`src/rtl/core/dod_pkg.sv`:
```
`timescale 1ns / 1ps

package dod_pkg;

    // field widths
    localparam int TAG_W = 16;
    localparam int DL_W  = 32;
    localparam int OP_W  = 2;
    localparam int KIND_W = 2;

    // default queue depth
    localparam int QUEUE_DEPTH_DEF = 16;

    // results of one deadline check are capped at this many items
    localparam int MAX_RUN   = 16;
    localparam int RUN_CNT_W = $clog2(MAX_RUN);

    // operation codes
    localparam logic [OP_W-1:0] OP_REQUEST = 2'd0;
    localparam logic [OP_W-1:0] OP_READY   = 2'd1;
    localparam logic [OP_W-1:0] OP_CHECK   = 2'd2;

    // result kinds
    localparam logic [KIND_W-1:0] KIND_DISPATCH = 2'd0;
    localparam logic [KIND_W-1:0] KIND_EXPIRED  = 2'd1;
    localparam logic [KIND_W-1:0] KIND_REJECT   = 2'd2;

    typedef struct packed {
        logic [TAG_W-1:0] tag;
        logic [DL_W-1:0]  deadline;
    } entry_t;

    // command broadcast to every cell of the queue
    typedef enum logic [1:0] {
        CELL_HOLD,
        CELL_INSERT,
        CELL_SHIFT
    } cell_op_t;

    typedef struct packed {
        cell_op_t op;
        entry_t   entry;
    } cell_ctl_t;

    // what a cell shows its neighbors
    typedef struct packed {
        logic   valid;
        logic   keep;
        entry_t entry;
    } cell_link_t;

endpackage

```
`src/rtl/core/dod_if.sv`:
```
`timescale 1ns / 1ps

// job channel into the dispatcher
interface dod_job_if;
    logic                        valid;
    logic                        ready;
    logic [dod_pkg::OP_W-1:0]    operation;
    logic [dod_pkg::TAG_W-1:0]   job_tag;
    logic [dod_pkg::DL_W-1:0]    job_deadline;
    logic [dod_pkg::DL_W-1:0]    current_time;

    modport source (output valid, operation, job_tag, job_deadline, current_time,
                    input ready);
    modport sink   (input valid, operation, job_tag, job_deadline, current_time,
                    output ready);
endinterface

// result channel out of the dispatcher
interface dod_result_if;
    logic                        valid;
    logic                        ready;
    logic [dod_pkg::KIND_W-1:0]  result_kind;
    logic [dod_pkg::TAG_W-1:0]   result_tag;
    logic [dod_pkg::DL_W-1:0]    result_deadline;
    logic                        last_of_run;

    modport source (output valid, result_kind, result_tag, result_deadline, last_of_run,
                    input ready);
    modport sink   (input valid, result_kind, result_tag, result_deadline, last_of_run,
                    output ready);
endinterface

```
`src/rtl/core/deadline_ordered_job_dispatcher.sv`:
```
`timescale 1ns / 1ps

// Earliest-deadline-first dispatcher for a single worker.
// jobs carries requests (operation 0), worker-ready events (1) and deadline
// checks (2); results carries dispatch, expiry and reject items, with
// last_of_run set on the final item caused by one job-channel item.
// Waiting jobs sit in a row of QUEUE_DEPTH cells kept sorted by deadline,
// head in cell 0; on an insert every cell compares its deadline against
// the new job in parallel, and a head removal shifts every cell forward.
// A request or ready event is taken and its result appears in the output
// register on the next cycle, so one such item per cycle is sustained
// while the receiver keeps up. After a deadline check is taken, jobs.ready
// stays low until the expired jobs (at most 16) have been emitted, or until
// the head is found unexpired. The output register decouples the
// two sides: a new item is taken while a result is being taken in the same
// cycle. When the receiver stalls, the result holds and jobs.ready drops
// until the register frees up. Reset empties the queue and marks the
// worker free.
module deadline_ordered_job_dispatcher
#(
    parameter int QUEUE_DEPTH = dod_pkg::QUEUE_DEPTH_DEF
)
(
    input  logic                 clk,
    input  logic                 rst_n,
    dod_job_if.sink              jobs,
    dod_result_if.source         results
);

    typedef enum logic {
        ST_IDLE,
        ST_CHECK
    } state_t;

    state_t                          state_reg;
    state_t                          state_next;
    logic                            busy_reg;
    logic                            busy_next;
    logic [dod_pkg::RUN_CNT_W-1:0]   cnt_reg;
    logic [dod_pkg::RUN_CNT_W-1:0]   cnt_next;
    logic [dod_pkg::DL_W-1:0]        now_reg;
    logic [dod_pkg::DL_W-1:0]        now_next;
    logic                            out_valid_reg;
    logic                            out_valid_next;
    logic [dod_pkg::KIND_W-1:0]      out_kind_reg;
    logic [dod_pkg::KIND_W-1:0]      out_kind_next;
    dod_pkg::entry_t                 out_entry_reg;
    dod_pkg::entry_t                 out_entry_next;
    logic                            out_last_reg;
    logic                            out_last_next;

    dod_pkg::cell_ctl_t              cell_ctl;
    dod_pkg::cell_link_t             link      [QUEUE_DEPTH];
    dod_pkg::cell_link_t             prev_link [QUEUE_DEPTH];
    dod_pkg::cell_link_t             next_link [QUEUE_DEPTH];
    logic [QUEUE_DEPTH-1:0]          valid_vec;

    logic                            out_free;
    logic                            head_exp;
    logic                            next_exp;
    logic                            run_last;
    dod_pkg::entry_t                 new_entry;

    // row of queue cells
    genvar gi;
    generate
        for (gi = 0; gi < QUEUE_DEPTH; gi++)
        begin : g_cell
            if (gi == 0)
            begin : g_first
                assign prev_link[gi] = '{valid: 1'b0, keep: 1'b1, entry: '0};
            end
            else
            begin : g_mid
                assign prev_link[gi] = link[gi-1];
            end
            if (gi == QUEUE_DEPTH - 1)
            begin : g_last
                assign next_link[gi] = '{valid: 1'b0, keep: 1'b0, entry: '0};
            end
            else
            begin : g_inner
                assign next_link[gi] = link[gi+1];
            end
            assign valid_vec[gi] = link[gi].valid;

            dod_cell u_cell
            (
                .clk   (clk),
                .rst_n (rst_n),
                .ctl   (cell_ctl),
                .prev  (prev_link[gi]),
                .next  (next_link[gi]),
                .link  (link[gi])
            );
        end
    endgenerate

    assign new_entry.tag      = jobs.job_tag;
    assign new_entry.deadline = jobs.job_deadline;

    // handshake
    assign out_free    = !out_valid_reg || results.ready;
    assign jobs.ready  = (state_reg == ST_IDLE) && out_free;

    assign results.valid           = out_valid_reg;
    assign results.result_kind     = out_kind_reg;
    assign results.result_tag      = out_entry_reg.tag;
    assign results.result_deadline = out_entry_reg.deadline;
    assign results.last_of_run     = out_last_reg;

    // expiry of the head and of the job behind it
    assign head_exp = link[0].valid && (now_reg >= link[0].entry.deadline);
    assign next_exp = link[1].valid && (now_reg >= link[1].entry.deadline);
    assign run_last = (cnt_reg == dod_pkg::RUN_CNT_W'(dod_pkg::MAX_RUN - 1)) || !next_exp;

    // control and result selection
    always_comb
    begin
        state_next     = state_reg;
        busy_next      = busy_reg;
        cnt_next       = cnt_reg;
        now_next       = now_reg;
        out_valid_next = out_valid_reg && !results.ready;
        out_kind_next  = out_kind_reg;
        out_entry_next = out_entry_reg;
        out_last_next  = out_last_reg;
        cell_ctl.op    = dod_pkg::CELL_HOLD;
        cell_ctl.entry = new_entry;

        unique case (state_reg)
            ST_IDLE:
            begin
                if (jobs.valid && jobs.ready)
                begin
                    unique case (jobs.operation)
                        dod_pkg::OP_REQUEST:
                        begin
                            out_entry_next = new_entry;
                            out_last_next  = 1'b1;
                            if (!busy_reg)
                            begin
                                busy_next      = 1'b1;
                                out_valid_next = 1'b1;
                                out_kind_next  = dod_pkg::KIND_DISPATCH;
                            end
                            else if (jobs.current_time >= jobs.job_deadline)
                            begin
                                out_valid_next = 1'b1;
                                out_kind_next  = dod_pkg::KIND_EXPIRED;
                            end
                            else if (link[QUEUE_DEPTH-1].valid)
                            begin
                                out_valid_next = 1'b1;
                                out_kind_next  = dod_pkg::KIND_REJECT;
                            end
                            else
                            begin
                                cell_ctl.op = dod_pkg::CELL_INSERT;
                            end
                        end
                        dod_pkg::OP_READY:
                        begin
                            if (busy_reg)
                            begin
                                if (!link[0].valid)
                                begin
                                    busy_next = 1'b0;
                                end
                                else
                                begin
                                    out_valid_next = 1'b1;
                                    out_kind_next  = dod_pkg::KIND_DISPATCH;
                                    out_entry_next = link[0].entry;
                                    out_last_next  = 1'b1;
                                    cell_ctl.op    = dod_pkg::CELL_SHIFT;
                                end
                            end
                        end
                        dod_pkg::OP_CHECK:
                        begin
                            now_next   = jobs.current_time;
                            cnt_next   = '0;
                            state_next = ST_CHECK;
                        end
                        default:
                        begin
                            state_next = ST_IDLE;
                        end
                    endcase
                end
            end
            ST_CHECK:
            begin
                if (!head_exp)
                begin
                    state_next = ST_IDLE;
                end
                else if (out_free)
                begin
                    out_valid_next = 1'b1;
                    out_kind_next  = dod_pkg::KIND_EXPIRED;
                    out_entry_next = link[0].entry;
                    out_last_next  = run_last;
                    cell_ctl.op    = dod_pkg::CELL_SHIFT;
                    cnt_next       = cnt_reg + 1'b1;
                    if (run_last)
                    begin
                        state_next = ST_IDLE;
                    end
                end
            end
            default:
            begin
                state_next = ST_IDLE;
            end
        endcase
    end

    // state and output register
    always_ff @(posedge clk or negedge rst_n)
    begin
        if (!rst_n)
        begin
            state_reg     <= ST_IDLE;
            busy_reg      <= 1'b0;
            cnt_reg       <= '0;
            out_valid_reg <= 1'b0;
        end
        else
        begin
            state_reg     <= state_next;
            busy_reg      <= busy_next;
            cnt_reg       <= cnt_next;
            out_valid_reg <= out_valid_next;
        end
    end

    always_ff @(posedge clk)
    begin
        now_reg       <= now_next;
        out_kind_reg  <= out_kind_next;
        out_entry_reg <= out_entry_next;
        out_last_reg  <= out_last_next;
    end

    // occupied cells always form a run starting at the head
    a_queue_packed: assert property (@(posedge clk) disable iff (!rst_n)
        (valid_vec & QUEUE_DEPTH'(valid_vec + 1'b1)) == '0)
        else $error("queue cells not packed toward the head");

    // jobs wait only while the worker is busy
    a_queue_needs_busy: assert property (@(posedge clk) disable iff (!rst_n)
        link[0].valid |-> busy_reg)
        else $error("jobs queued while worker free");

    // head never has a later deadline than the job behind it
    a_head_sorted: assert property (@(posedge clk) disable iff (!rst_n)
        (link[0].valid && link[1].valid) |->
            (link[0].entry.deadline <= link[1].entry.deadline))
        else $error("queue head out of deadline order");

    // no job taken while an expiry run is in progress
    a_check_blocks: assert property (@(posedge clk) disable iff (!rst_n)
        (state_reg == ST_CHECK) |-> !jobs.ready)
        else $error("job taken during deadline check");

    // a run that emitted its last item returns to idle
    a_run_ends: assert property (@(posedge clk) disable iff (!rst_n)
        (state_reg == ST_CHECK && head_exp && out_free && run_last)
            |=> (state_reg == ST_IDLE))
        else $error("deadline check did not finish after last item");

endmodule

```
`src/rtl/core/dod_cell.sv`:
```
`timescale 1ns / 1ps

module dod_cell
(
    input  logic                clk,
    input  logic                rst_n,
    input  dod_pkg::cell_ctl_t  ctl,
    input  dod_pkg::cell_link_t prev,
    input  dod_pkg::cell_link_t next,
    output dod_pkg::cell_link_t link
);

    logic            valid_reg;
    logic            valid_next;
    dod_pkg::entry_t entry_reg;
    dod_pkg::entry_t entry_next;
    logic            keep;

    // entry stays put on insert when it is not later than the new job
    assign keep = valid_reg && (entry_reg.deadline <= ctl.entry.deadline);

    assign link.valid = valid_reg;
    assign link.keep  = keep;
    assign link.entry = entry_reg;

    // next contents of this cell
    always_comb
    begin
        valid_next = valid_reg;
        entry_next = entry_reg;
        case (ctl.op)
            dod_pkg::CELL_INSERT:
            begin
                if (keep)
                begin
                    valid_next = valid_reg;
                end
                else if (prev.valid && !prev.keep)
                begin
                    valid_next = 1'b1;
                    entry_next = prev.entry;
                end
                else if (prev.keep)
                begin
                    valid_next = 1'b1;
                    entry_next = ctl.entry;
                end
            end
            dod_pkg::CELL_SHIFT:
            begin
                valid_next = next.valid;
                entry_next = next.entry;
            end
            default:
            begin
                valid_next = valid_reg;
            end
        endcase
    end

    // occupancy
    always_ff @(posedge clk or negedge rst_n)
    begin
        if (!rst_n)
        begin
            valid_reg <= 1'b0;
        end
        else
        begin
            valid_reg <= valid_next;
        end
    end

    // job payload
    always_ff @(posedge clk)
    begin
        entry_reg <= entry_next;
    end

endmodule

```
`src/flat_wrapper.sv`:
```
// flat-port wrapper written by rule: the top's interface ports become plain ports
module deadline_ordered_job_dispatcher_flat 
#(
    parameter int QUEUE_DEPTH = dod_pkg::QUEUE_DEPTH_DEF
)
  (clk, rst_n, jobs_valid, jobs_operation, jobs_job_tag, jobs_job_deadline, jobs_current_time, jobs_ready, results_valid, results_result_kind, results_result_tag, results_result_deadline, results_last_of_run, results_ready);
  dod_job_if jobs_i ();
  dod_result_if results_i ();
  input  logic clk;
  input  logic rst_n;
  input wire logic [$bits(jobs_i.valid)-1:0] jobs_valid;
  input wire logic [$bits(jobs_i.operation)-1:0] jobs_operation;
  input wire logic [$bits(jobs_i.job_tag)-1:0] jobs_job_tag;
  input wire logic [$bits(jobs_i.job_deadline)-1:0] jobs_job_deadline;
  input wire logic [$bits(jobs_i.current_time)-1:0] jobs_current_time;
  output wire logic [$bits(jobs_i.ready)-1:0] jobs_ready;
  output wire logic [$bits(results_i.valid)-1:0] results_valid;
  output wire logic [$bits(results_i.result_kind)-1:0] results_result_kind;
  output wire logic [$bits(results_i.result_tag)-1:0] results_result_tag;
  output wire logic [$bits(results_i.result_deadline)-1:0] results_result_deadline;
  output wire logic [$bits(results_i.last_of_run)-1:0] results_last_of_run;
  input wire logic [$bits(results_i.ready)-1:0] results_ready;
  assign jobs_i.valid = jobs_valid;
  assign jobs_i.operation = jobs_operation;
  assign jobs_i.job_tag = jobs_job_tag;
  assign jobs_i.job_deadline = jobs_job_deadline;
  assign jobs_i.current_time = jobs_current_time;
  assign jobs_ready = jobs_i.ready;
  assign results_valid = results_i.valid;
  assign results_result_kind = results_i.result_kind;
  assign results_result_tag = results_i.result_tag;
  assign results_result_deadline = results_i.result_deadline;
  assign results_last_of_run = results_i.last_of_run;
  assign results_i.ready = results_ready;
  deadline_ordered_job_dispatcher #(.QUEUE_DEPTH(QUEUE_DEPTH)) u_core (.clk(clk), .rst_n(rst_n), .jobs(jobs_i), .results(results_i));
endmodule
```
`config.mk`:
```
export PLATFORM = sky130hd
export DESIGN_NAME = deadline_ordered_job_dispatcher_flat
export DESIGN_NICKNAME = d
export VERILOG_FILES = /design/src/rtl/core/dod_pkg.sv /design/src/rtl/core/dod_if.sv /design/src/rtl/core/deadline_ordered_job_dispatcher.sv /design/src/rtl/core/dod_cell.sv /design/src/flat_wrapper.sv
export SDC_FILE = /design/constraint.sdc
export NUM_CORES = 2
export LEC_CHECK = 0
export ABC_AREA = 1
export BUFFER_PORTS_ARGS = -buffer_cell sky130_fd_sc_hd__buf_4
export CAP_MARGIN = 20
export CORE_MARGIN = 10
export CORE_UTILIZATION = 64
export CTS_CLUSTER_DIAMETER = 40
export CTS_CLUSTER_SIZE = 8
export DETAILED_ROUTE_END_ITERATION = 8
export PLACE_DENSITY = 0.89
export SETUP_SLACK_MARGIN = 0.3
export SLEW_MARGIN = 20
export SYNTH_ARGS = -nofsm -noshare
export SYNTH_HDL_FRONTEND = slang
export SYNTH_SLANG_ARGS = --single-unit
export TNS_END_PERCENT = 100
```
`constraint.sdc`:
```
create_clock -name clk -period 4.4 [get_ports clk]
set_input_delay 0.88 -clock clk [delete_from_list [all_inputs] [get_ports clk]]
set_output_delay 0.88 -clock clk [all_outputs]
set_load 0.02 [all_outputs]
```
* After elaboration in Yosys (flattened, before gate mapping)
Index checks and enable logic that the tools add are counted.
** Word-level totals
- Bits in registers :: 874
- Input port bits :: 86
- Output and inout bits :: 53
- Word-level logic and storage cells :: 384
** Operators by class
- $add $sub $neg :: 1
- Magnitude comparators :: 19
- Eq/ne operators :: 44
- Muxes and demuxes :: 182
- Bitwise logic cells :: 1
- Reductions and logical operators :: 80
** Operators with widths (count)
- two-way mux 48 bit :: 51
- case mux 48 bit (2 select lines) :: 18
- <= comparator 32 bit :: 16
- greater-or-equal comparator 32 bit :: 3
- two-way mux 1 bit :: 67
- != test 3 bit (second input constant) :: 17
- AND reduction 3 bit :: 17
- case mux 1 bit (2 select lines) :: 22
- != test 2 bit (second input constant) :: 20
- logical AND 1 bit :: 36
- two-way mux 2 bit :: 15
- logical NOT 1 bit :: 18
- two-way mux 4 bit :: 4
- case mux 2 bit (2 select lines) :: 4
- case mux 4 bit (2 select lines) :: 1
- AND reduction 7 bit :: 1
- AND reduction 6 bit :: 1
- != test 5 bit (second input constant) :: 1
- adder 4 x 1 -> 4 bit (second input constant) :: 1
- == test 2 x 1 -> 1 bit (second input constant) :: 2
- == test 2 bit (second input constant) :: 2
- == test 4 bit (second input constant) :: 1
- AND reduction 4 bit :: 1
- nonzero test 2 bit :: 2
- 5 further kinds :: 6

* Logic depth before layout (Yosys ltp)
- Depth after elaboration :: 9
- Gate-level depth with buffers :: 24
- Depth with buffers taken out :: 22

* By module
A second synthesis with hierarchy kept.
** Unflattened totals
- Cells, all modules :: 7429
- Area, all modules :: 60511.8 µm²
** By module, submodules not included
- dod_cell :: times used 16, cells each 420, area an instance 3399.5 µm², sequential area each 1466.4 µm²
- deadline_ordered_job_dispatcher :: times used 1, cells each 709, area an instance 6119.6 µm², sequential area each 2667.6 µm²

* Least setup slack after synthesis
Ideal clock, no wire load.
- Path type :: input to register
- Start :: input port jobs_job_deadline[25]
- End :: register u_core.g_cell[0].u_cell.entry_reg (netlist bit u_core.g_cell[0].u_cell.link[0]) (enable)
- Setup time :: 0.407 ns
- Data arrival time :: 4.711 ns
- Required time :: 3.993 ns
- Slack :: -0.719 ns
- Stages :: 19
- Path buffers :: 3
- Cells stage by stage :: clkinv_1 clkbuf_1 ha_1 nand2_1 inv_1 o21ai_0 nand2_1 nand2_1 o211ai_1 a21oi_1 nand2_1 inv_1 nand2_1 inv_1 ha_1 clkbuf_1 clkbuf_1 nand2_1 nand2_1
** On the way
- Word-level cells in the longest chain between the ends :: 9
- Elaborated cells on any way between the ends :: 13
- Those cells by class :: order compare (2); eq/ne (3); mux (5); reduce/logical (3)
** RTL lines
- from (decl) :: line flat_wrapper.sv:14 : input wire logic [$bits(jobs_i.job_deadline)-1:0] jobs_job_deadline;
- greater-or-equal comparator 32 bit :: line deadline_ordered_job_dispatcher.sv:147 : else if (jobs.current_time >= jobs.job_deadline)
- two-way mux 2 bit :: line deadline_ordered_job_dispatcher.sv:147
- two-way mux 2 bit :: line deadline_ordered_job_dispatcher.sv:141 : if (!busy_reg)
- case mux 2 bit (2 select lines) :: line deadline_ordered_job_dispatcher.sv:136 : unique case (jobs.operation)
- two-way mux 2 bit :: line deadline_ordered_job_dispatcher.sv:134 : if (jobs.valid && jobs.ready)
- case mux 2 bit (2 select lines) :: line deadline_ordered_job_dispatcher.sv:131 : unique case (state_reg)
- == test 2 x 1 -> 1 bit or == test 2 bit (tied branches) :: line dod_cell.sv:31 : case (ctl.op)
- != test 2 bit (no source line) or nonzero test 2 bit (tied branches)
- AND reduction 2 bit (no source line) (*)
- to (signal assigned) :: line dod_cell.sv:77 : entry_reg <= entry_next;
- to (decl) :: line dod_cell.sv:15 : dod_pkg::entry_t entry_reg;
Every way passes the cells marked *; elsewhere a longest branch is shown, timed or not.
A chain may end at the register's enable or synchronous reset.

==> impl_metrics.py <==
metrics = {
    "worst_setup_path": {
        "critical_path_class": "flop to flop",
        "cp-end-kind": "flop",
        "arrival_ns": 4.70,
        "path_max_fanout": 43,
        "reg2reg_depth": 17,
        "start_kind": "flop",
        "cp.required_ns": 4.98,
    },
    "yosys": {
        "yosysWarnings": 0,
        "yosysTopAreaCell": "edfxtp_1",
        "synth_most_common_cell": "nand2_1",
        "synth_area_leaders": "edfxtp_1, nand2_1, ha_1",
        "netlist_instances": 7406,
        "synth_top_area_frac": 0.436,
        "synth_edf_count": 851,
        "async_flop_share": 0.0263,
        "synthFlopType": "edfxtp_1",
        "ys_seq_area_frac": 0.446,
        "syn-num-nets": 8103,
        "ys_ff_latch": 874,
        "synth.distinct_cells": 35,
        "synthTopCellsByCount": "nand2_1, edfxtp_1, nor2_1, ha_1, o21ai_1",
        "netlist_area_um2": 58600,
        "syn_area_per_cell_um2": 7.92,
    },
    "timing": {
        "relSlewSlack": 0.356,
        "clock.fmax_mhz": 243,
        "holdWs_ns": 0.0681,
        "period_needed_ns": 4.12,
        "setup_viol": 0,
        "hold_viol": 0,
        "skew_ns": 0.0304,
        "period_share": 0.937,
        "slew_violations": 0,
        "worst_slew_pin_slew_ns": 0.957,
        "setup_tns_ns": 0,
        "rsz0062_at_grt": "yes",
    },
    "detailed_routing": {
        "avgViaCountPerCell": 6.37,
        "wl_per_cell_um": 20.4,
        "drt_iter0_drc": 8421,
        "dr_total_vias": 55600,
        "drc_errors": 1,
        "drtPass1Iterations": 9,
        "drt_wl_total_mm": 178,
        "ant_nets": 0,
    },
    "clocking": {
        "cts_tree": "yes",
        "worst_skew_pair.late_latency_ns": 0.75,
        "cts_num_sinks": 874,
        "cts_buffer_depth": 3,
        "ctsHoldBuffers": 0,
        "cts-root-buf": "clkbuf_16",
        "h-tree-depth": 4,
        "clkTransAtPathRegs_ns": 0.05,
        "numCtsBuffers": 149,
    },
    "placed_design": {
        "port_buffers": 138,
        "place.gp.congestion": 0.908,
        "dpl.hpwl_mm": 116,
    },
    "die": {
        "io_pins": 139,
        "coreArea_um2": 90400,
        "start_util": 0.648,
        "core.rowCount": 110,
        "die_w_um": 323,
        "fp.dieH_um": 323,
        "die_area_um2": 104000,
    },
    "global_route": {
        "gr-total-overflow": 0,
        "grt_pass1_wl_mm": 282,
        "grt_pass1_vias": 54500,
        "track_usage": 0.331,
        "antenna_found_initial": 2,
        "grt_max_degree": 165,
    },
    "status": {
        "violations": "DRC",
        "status": "finished with violations",
    },
    "min_path": {
        "hold_path_class": "input pin to asynchronous set/reset pin",
    },
    "power": {
        "peakVddDrop_mv": 0.461,
        "power_density_nw_per_um2": 472,
        "p_leak_nw": 30.3,
    },
    "finish": {
        "largest_reg_flops": 768,
        "area_growth_pct": 12.5,
        "diodes": 0,
        "final_nets": 8165,
        "drive_gt1_frac": 0.0749,
    },
    "run": {
        "cap_viol_max_count": 0,
    },
}
[power breakdown]
part	total [mW]	switching, mW	internal (mW)
Clock	11.1	4.13	6.93
Combinational	8.46	5.68	2.78
Sequential	11.6	0.801	10.8
[critical path, stage by stage, from the launching register on]
cell and delay [ns]:
edfxtp_1 0.36, inv_1 0.10, ha_1 0.31, nand2_1 0.10, nor2_1 0.22, nand4_1 0.22, nor2_1 0.29, nand2_1 0.11
nand2_1 0.15, nand2_1 0.11, nand2_1 0.21, nand3_2 0.23, inv_1 0.16, ha_4 0.23, buf_4 0.33, buf_4 0.47
nand2_1 0.16, o21ai_1 0.16
[stage by stage]
step | instance area (um2) | power (mW) | cells | utilization | worst slack (ns)
final | 65900 | 31.1 | 8728 | 0.729 | 0.277
after CTS | 65800 | 30.7 | 8721 | 0.728 | 0.414
after floorplan | 59200 | 17.3 | 7406 | - | 0.300
after detailed placement | 61200 | 19.7 | 8486 | 0.677 | 0.0739
after global placement | 61200 | 19.1 | 8486 | 0.677 | 0.198
after global routing | 65900 | 32.4 | 8728 | 0.729 | 0.153
[cells in the final DEF (no fill, tap or decap), types with 18 or more instances in the layout]
cell type,n
a21o_1,21
edfxtp_1,851
clkinvlp_4,18
dfrtp_1,23
nand2_1,2997
o21ai_1,506
nor3_1,18
clkinv_1,28
inv_1,288
nor2_1,841
clkbuf_1,18
o21ai_0,243
o21a_1,35
a21oi_1,266
buf_4,234
ha_1,610
nand3_1,153
clkinv_2,37
buf_12,48
nand4_1,62
clkbuf_16,157
[repair_timing]
action / CTS / global route
cloned: 0 / 3
setup endpoints to repair: 23 / 829
gates resized for setup: 3 / 7
setup buffers: 0 / 4
[cell type report]
class	count	area [um2]
well taps	1176	1470
clock inverters	53	543
multi-input cells	5814	29500
inverters	337	1350
repair buffers	292	2920
fillers	5951	24500
flip-flops and latches	874	26100
clock buffers	182	4060
[routing by layer]
layer / vias up / routed length, um / GRT usage
met3: 843 / 19600 / 0.0600
met1: 25800 / 62900 / 0.399
li1: 24800 / - / -
met5: - / 23 / 0
met2: 4191 / 87100 / 0.571
met4: 4 / 8690 / 0.158
[logic make-up after synthesis]
kind of cell,Yosys count,synth area share
DFF,874,0.446
adders and majority gates,611,0.130
buffers and inverters,718,0.0544
AOI/OAI and AO/OA,1080,0.0950
xor gates and xnor gates,1,0.000149
and+or+nand+nor,4122,0.274
[final timing paths]
check                                                 start                                end  slack, ns
setup reg to reg           u_core.g_cell[0].u_cell.link[31]   u_core.g_cell[4].u_cell.link[31]       0.28
hold reg to reg                           u_core.cnt_reg[1]                  u_core.cnt_reg[1]       0.52
min in group clk                      jobs_current_time[27]                 u_core.now_reg[27]       0.32
hold / removal                                        rst_n                  u_core.cnt_reg[3]       0.07
max in group asynchronous                             rst_n  u_core.g_cell[4].u_cell.valid_reg       4.01
setup / recovery           u_core.g_cell[0].u_cell.link[31]   u_core.g_cell[4].u_cell.link[31]       0.28
Power figures use the tool's default switching activity.
